**config.mk**
```make
export PLATFORM = sky130hd
export DESIGN_NAME = light_sample_moving_average
export DESIGN_NICKNAME = d
export VERILOG_FILES = /design/src/rtl/lsma_pkg.sv /design/src/rtl/lsma_ram.sv /design/src/rtl/light_sample_moving_average.sv
export VERILOG_INCLUDE_DIRS = /design/src /design/src/rtl
export SDC_FILE = /design/constraint.sdc
export NUM_CORES = 1
export LEC_CHECK = 0
export ABC_CLOCK_PERIOD_IN_PS = 4240
export BUFFER_PORTS_ARGS = -buffer_cell sky130_fd_sc_hd__buf_2
export CAP_MARGIN = 25
export CORE_MARGIN = 3
export CORE_UTILIZATION = 55
export CTS_BUF_LIST = sky130_fd_sc_hd__clkbuf_8 sky130_fd_sc_hd__clkbuf_16
export DETAILED_ROUTE_END_ITERATION = 6
export GPL_ROUTABILITY_DRIVEN = 1
export PLACE_DENSITY = 0.78
export SYNTH_ARGS = -nofsm -noshare
export SYNTH_HDL_FRONTEND = slang
export SYNTH_HIERARCHICAL = 1
export SYNTH_SLANG_ARGS = --single-unit
```
**constraint.sdc**
```tcl
create_clock -name i_clk -period 4.24 [get_ports i_clk]
set_input_delay 0.212 -clock i_clk [delete_from_list [all_inputs] [get_ports i_clk]]
set_output_delay 0.212 -clock i_clk [all_outputs]
set_load 0.1 [all_outputs]
```
**src/rtl/light_sample_moving_average_defines.svh**
```systemverilog
// Assertion macros shared by the light sample moving average RTL.
`ifndef LIGHT_SAMPLE_MOVING_AVERAGE_DEFINES_SVH
`define LIGHT_SAMPLE_MOVING_AVERAGE_DEFINES_SVH

`ifndef SYNTHESIS

// Same-cycle implication.
`define LSMA_ASSERT_NOW(label, clk, rst_n, ante, cons) \
    label: assert property (@(posedge clk) disable iff (!rst_n) (ante) |-> (cons)) \
        else $error("lsma assertion failed");

// Next-cycle implication.
`define LSMA_ASSERT_NEXT(label, clk, rst_n, ante, cons) \
    label: assert property (@(posedge clk) disable iff (!rst_n) (ante) |=> (cons)) \
        else $error("lsma assertion failed");

`else

`define LSMA_ASSERT_NOW(label, clk, rst_n, ante, cons)
`define LSMA_ASSERT_NEXT(label, clk, rst_n, ante, cons)

`endif

`endif

```
**src/rtl/lsma_pkg.sv**
```systemverilog
package lsma_pkg;

    localparam int RAW_W  = 16;
    localparam int LUX_W  = 20;
    localparam int USED_W = 4;

    typedef logic [RAW_W-1:0]  t_raw;
    typedef logic [LUX_W-1:0]  t_lux;
    typedef logic [USED_W-1:0] t_used;

endpackage

```
**src/rtl/lsma_ram.sv**
```systemverilog
module lsma_ram #(
    parameter int WIDTH  = 16,
    parameter int DEPTH  = 10,
    parameter int ADDR_W = (DEPTH > 1) ? $clog2(DEPTH) : 1
) (
    input  logic              i_clk,
    input  logic              i_we,
    input  logic [ADDR_W-1:0] i_waddr,
    input  logic [WIDTH-1:0]  i_wdata,
    input  logic [ADDR_W-1:0] i_raddr,
    output logic [WIDTH-1:0]  o_rdata
);

    logic [WIDTH-1:0] mem [DEPTH];
    logic [WIDTH-1:0] r_rdata;

    always_ff @(posedge i_clk) begin
        if (i_we) begin
            mem[i_waddr] <= i_wdata;
        end
        r_rdata <= mem[i_raddr];
    end

    assign o_rdata = r_rdata;

endmodule

```
**src/rtl/light_sample_moving_average.sv**
```systemverilog
// Per accepted word the sequencer subtracts the oldest sample once the window is full,
// adds the new one, scales and divides; only one word is in flight, and the result waits
// while the output register is full. The restoring divider retires one quotient bit per cycle over
// DIV_W = sum width + 6 bits. Reset (i_rst_n low, synchronous): sequencer idle, ring
// position, fill count, running sum cleared, no result pending; ring undefined until written.
`include "light_sample_moving_average_defines.svh"

module light_sample_moving_average #(
    parameter int WINDOW = 10
) (
    input  logic                  i_clk,
    input  logic                  i_rst_n,
    input  logic                  i_valid,
    output logic                  o_ready,
    input  lsma_pkg::t_raw        i_raw_count,
    output logic                  o_valid,
    input  logic                  i_ready,
    output lsma_pkg::t_lux        o_filtered_lux,
    output lsma_pkg::t_used       o_samples_used
);

    import lsma_pkg::*;

    localparam int SLOT_W = (WINDOW > 1) ? $clog2(WINDOW) : 1;
    localparam int CNT_W  = $clog2(WINDOW + 1);
    localparam int SUM_W  = RAW_W + $clog2(WINDOW);
    localparam int DIV_W  = SUM_W + 6;
    localparam int DVS_W  = CNT_W + 2;
    localparam int BIT_W  = $clog2(DIV_W);

    localparam logic [2:0] S_IDLE = 3'd0;
    localparam logic [2:0] S_SUB  = 3'd1;
    localparam logic [2:0] S_ADD  = 3'd2;
    localparam logic [2:0] S_MUL  = 3'd3;
    localparam logic [2:0] S_DIV  = 3'd4;
    localparam logic [2:0] S_DONE = 3'd5;

    logic [2:0]       r_state,  n_state;
    logic [SLOT_W-1:0] r_slot,  n_slot;
    logic [CNT_W-1:0] r_fill,   n_fill;
    logic [SUM_W-1:0] r_sum,    n_sum;
    logic [RAW_W-1:0] r_sample, n_sample;
    logic [DIV_W-1:0] r_quo,    n_quo;
    logic [DVS_W-1:0] r_rem,    n_rem;
    logic [DVS_W-1:0] r_dvs,    n_dvs;
    logic [BIT_W-1:0] r_bit,    n_bit;
    logic             r_out_valid, n_out_valid;
    t_lux             r_lux,    n_lux;
    logic [CNT_W-1:0] r_used,   n_used;

    logic             in_take;
    logic             ram_we;
    logic [RAW_W-1:0] ram_rdata;
    logic             full;
    logic [DVS_W:0]   div_shift;
    logic [DVS_W+1:0] div_diff;
    logic             div_ge;

    assign in_take = i_valid && o_ready;
    assign full    = (r_fill == CNT_W'(WINDOW));
    assign ram_we  = (r_state == S_ADD);

    lsma_ram #(
        .WIDTH (RAW_W),
        .DEPTH (WINDOW),
        .ADDR_W(SLOT_W)
    ) u_ring (
        .i_clk  (i_clk),
        .i_we   (ram_we),
        .i_waddr(r_slot),
        .i_wdata(r_sample),
        .i_raddr(r_slot),
        .o_rdata(ram_rdata)
    );

    // Shared trial subtractor of the restoring divider.
    assign div_shift = {r_rem, r_quo[DIV_W-1]};
    assign div_diff  = {1'b0, div_shift} - {2'b00, r_dvs};
    assign div_ge    = !div_diff[DVS_W+1];

    always_comb begin
        n_state     = r_state;
        n_slot      = r_slot;
        n_fill      = r_fill;
        n_sum       = r_sum;
        n_sample    = r_sample;
        n_quo       = r_quo;
        n_rem       = r_rem;
        n_dvs       = r_dvs;
        n_bit       = r_bit;
        n_out_valid = r_out_valid;
        n_lux       = r_lux;
        n_used      = r_used;

        // drop the result word once taken
        if (r_out_valid && i_ready) begin
            n_out_valid = 1'b0;
        end

        unique case (r_state)
            S_IDLE: begin
                if (in_take) begin
                    n_sample = i_raw_count;
                    n_state  = S_SUB;
                end
            end
            S_SUB: begin
                // ring read of the oldest sample lands this cycle
                if (full) begin
                    n_sum = r_sum - SUM_W'(ram_rdata);
                end else begin
                    n_fill = r_fill + CNT_W'(1);
                end
                n_state = S_ADD;
            end
            S_ADD: begin
                n_sum   = r_sum + SUM_W'(r_sample);
                n_slot  = (r_slot == SLOT_W'(WINDOW - 1)) ? '0 : r_slot + SLOT_W'(1);
                n_state = S_MUL;
            end
            S_MUL: begin
                // sum * 40 over fill * 3
                n_quo   = (DIV_W'(r_sum) << 5) + (DIV_W'(r_sum) << 3);
                n_dvs   = (DVS_W'(r_fill) << 1) + DVS_W'(r_fill);
                n_rem   = '0;
                n_bit   = BIT_W'(DIV_W - 1);
                n_state = S_DIV;
            end
            S_DIV: begin
                n_rem = div_ge ? div_diff[DVS_W-1:0] : div_shift[DVS_W-1:0];
                n_quo = {r_quo[DIV_W-2:0], div_ge};
                n_bit = r_bit - BIT_W'(1);
                if (r_bit == '0) begin
                    n_state = S_DONE;
                end
            end
            S_DONE: begin
                // hold until the output register is free
                if (!r_out_valid || i_ready) begin
                    n_lux       = r_quo[LUX_W-1:0];
                    n_used      = r_fill;
                    n_out_valid = 1'b1;
                    n_state     = S_IDLE;
                end
            end
            default: begin
                n_state = S_IDLE;
            end
        endcase
    end

    always_ff @(posedge i_clk) begin
        if (!i_rst_n) begin
            r_state     <= S_IDLE;
            r_slot      <= '0;
            r_fill      <= '0;
            r_sum       <= '0;
            r_out_valid <= 1'b0;
        end else begin
            r_state     <= n_state;
            r_slot      <= n_slot;
            r_fill      <= n_fill;
            r_sum       <= n_sum;
            r_out_valid <= n_out_valid;
        end
        r_sample <= n_sample;
        r_quo    <= n_quo;
        r_rem    <= n_rem;
        r_dvs    <= n_dvs;
        r_bit    <= n_bit;
        r_lux    <= n_lux;
        r_used   <= n_used;
    end

    assign o_ready        = (r_state == S_IDLE);
    assign o_valid        = r_out_valid;
    assign o_filtered_lux = r_lux;
    assign o_samples_used = USED_W'(r_used);

    `LSMA_ASSERT_NOW(a_fill_bounded, i_clk, i_rst_n, 1'b1, r_fill <= CNT_W'(WINDOW))
    `LSMA_ASSERT_NOW(a_used_nonzero, i_clk, i_rst_n, o_valid, r_used != '0)
    `LSMA_ASSERT_NOW(a_rem_below_dvs, i_clk, i_rst_n, r_state == S_DIV, r_rem < r_dvs)
    `LSMA_ASSERT_NEXT(a_sum_idle_hold, i_clk, i_rst_n, (r_state == S_IDLE) && !in_take, $stable(r_sum))

endmodule
```
==> impl_results.md <==
- Syn Nets: 1144
- First-pass GRT wire length: 43600 um
- Hold WS: 0.0604 ns
- Chip width: ~160 um
- Routed length per placed instance: 18.2 um
- Slew margin rel.: 32.8%
- Register area: 0.00826 mm^2
- Setup violators final: 0
- Cell Area, Synth: around 0.014 mm^2
- Cells on worst reg2reg path: 13
- WP data arrival: 4.10 ns
- WL met3: 1250 um
- Routed wl met2: 13200 um
- DIE AREA: 0.0266 mm^2
- Number of CTS-inserted buffers: 30
- Element type at the critical path end: register
- Final Wtd Congestion: between 0.8 and 0.9
- Antenna Cells: 0
- GRT overflow: 0
- Post-DP HPWL: 17700 um
- Post-Syn Instances: 1068
- Critical Path RT: 4.72 ns
- P_leak: about 5.5 nW
- Worst hold-check path type: input port to register
- Startpoint types: register
- Share of cells above drive strength 1: around 17%
- RSZ-0062 raised after global routing: false
- Max-slew violation count: 0
- CTS sink count: 291
- Worst skew pair latency: 0.58 ns
- H-Tree Level Count: 1
- Post-synth EDFFs: between 200 and 250
- Core Rows: 56
- Starting Density: a little under three fifths
- Reg clk slew, reported paths: about 0.06 ns
- Asr flop ratio synth: 0%
- Drt total wl: 27000 um
- Leading post-synthesis cells by cell area: edfxtp_1 54%, dfxtp_1 7.1%, ha_1 4.8%, mux2_2 4.1%, mux2i_1 2.7%
- Worst Hold Depth: 5
- Period utilisation layout: a little under nine tenths
- Vias per cell: 5.79
- Die height: around 160 um
- Max VDD drop: 0.355 mV
- Area grow syn2layout: 12.6%
- Starting DRT DRC Count: 631
- Netlist cell types: 60
- Fin crit period: 3.62 ns
- All-Layer GR Usage: 20.4%
- Worst-Margin Slew: 1.01 ns
- Multi-input gate area: between 0.004 and 0.005 mm^2
- Most frequent cells in the layout: 243 x edfxtp_1, 89 x nand2_1, 68 x a21oi_1, 53 x inv_1
- DRC violations left: 0
- Layout fillers: 1772
- Worst setup path class: register to register
- Utilization after layout: 64.1%
- Hold Vio Cnt, Final: 0
- Nets: 1216
- PwrDens: ~440 mW/mm^2
- Syn avg cell area: 12.7 um^2
- Status: complete, no violations
- Num ports: 46
- CTS tree: yes
- Placed insts: 1410
- Met1 wire length: 11900 um
- Vias in the first global route: ~8300
- Drt pass-1 iters: 5
- Pwr Total: 0.00664 W
- Pin count of the biggest net entering global routing: just over 60
- Top-area cell type share of the netlist area: 53.8%
- Root buffer selected by CTS: clkbuf_16
- Final ANT Viol Nets: 0
- Sequential area share after synthesis: 60.9%
- Initial antenna violation count: 0
- Max Fclk: roughly 280 MHz
- Highest Signal Layer: met4
- Worst Skew: 0.0336 ns
- Max_cap viols: 0
- Vias: 8588
- Dominant cell type by area after synthesis: edfxtp_1
- Synth warnings: 6
- Port bufs: 45
- Clock Path Buffers: 3
- Core Area: 0.0238 mm^2
- Post-cts resize count: 0
- Final Non-Filler Cells: 1482
- Most used flip-flop cell after synthesis: edfxtp_1
- Setup TNS: 0 ns
- Leading cell type in the layout, fill and taps excluded: edfxtp_1
- Critical path fanouts, max: 7
- Synth Register Bits: 291
[flip-flops by register name (all words and copies together), names as in the netlist]
register	cells
u_ring/mem	160
r_quo	26
o_filtered_lux	20
r_sum	20
r_sample	16
u_ring/o_rdata	16
r_dvs	6
r_rem	6
r_bit	5
o_samples_used	4
r_fill	4
r_slot	4
r_state	3
o_valid	1
[layout make-up]
cell class                 instances  share of cell area, %
multi-input combinational        691                   32.4
clock buffer                      33                   5.19
clock inverter                    22                  0.885
timing repair buffer              82                   3.77
inverter                          44                   1.08
tap                              319                   2.61
sequential                       291                   54.1
[report_power, final]
group	internal [W]	switching [W]	total [W]
Clock	0.00134	0.00106	0.00240
Sequential	0.00324	0.000157	0.00339
Combinational	0.000374	0.000474	0.000848
[final timing paths]
kind	from	end	slack [ns]
max	u_ring/o_rdata[7]	r_sum[19]	0.62
min	i_valid	r_state[0]	0.06
min reg2reg	r_quo[4]	o_filtered_lux[4]	0.45
max reg2reg	u_ring/o_rdata[7]	r_sum[19]	0.62
[synthesized netlist by cell type, types with 6 or more instances]
library cell,n
clkbuf_1,21
o22ai_1,18
o31ai_2,15
buf_2,9
nor2_1,54
a31oi_1,6
xnor2_1,17
o31ai_1,14
nand2_1,89
o21a_1,9
edfxtp_1,243
o211ai_1,6
nor2b_1,7
nand3_1,26
nor3_1,22
a22o_1,16
o21ai_0,24
o21ai_1,29
a21o_1,15
nand2b_1,14
and3_1,10
ha_1,52
inv_1,44
xor2_1,22
a211oi_1,12
mux2i_1,36
mux2_2,49
a21oi_1,68
dfxtp_1,48
[metrics by stage]
stage,setup WS (ns),area [um^2]
6_report,0.622,15300
5_1_grt,0.231,15300
3_5_place_dp,0.650,14200
3_3_place_gp,0.709,14100
2_1_floorplan,0.469,13600
4_1_cts,0.600,15200
[cell families after synthesis]
family / count (synthesis) / share of synthesized area, %
flops: 291 / 60.9
simple gates: 258 / 9.13
compound gates: 253 / 12.4
buf+inv: 86 / 2.94
mux: 85 / 6.72
fa+ha+maj: 56 / 5.39
xor+xnor: 39 / 2.52
[metal layers]
layer  vias up  GRT usage [%]
li1       4168              -
met1      4158           27.8
met2       213           35.1
met3        49           2.59
met4         0           4.92
met5         -              0
[critical path: stages (launching register included)]
cell and delay [ns]:
dfxtp_1 0.34, or4_4 0.57, or3_4 0.42, nor3_2 0.13, xor2_1 0.15, o21ai_1 0.07
ha_1 0.35, and3_1 0.23, a221o_1 0.29, a31oi_1 0.21, nand3_1 0.16, a41oi_2 0.20
mux2i_1 0.23, mux2i_1 0.19
[timing repair]
action,in CTS,in global routing
setup buffers,0,0
endpoints found under the hold margin,16,0
hold buffers,16,0
No activity file was read; power rests on OpenSTA's default activity.
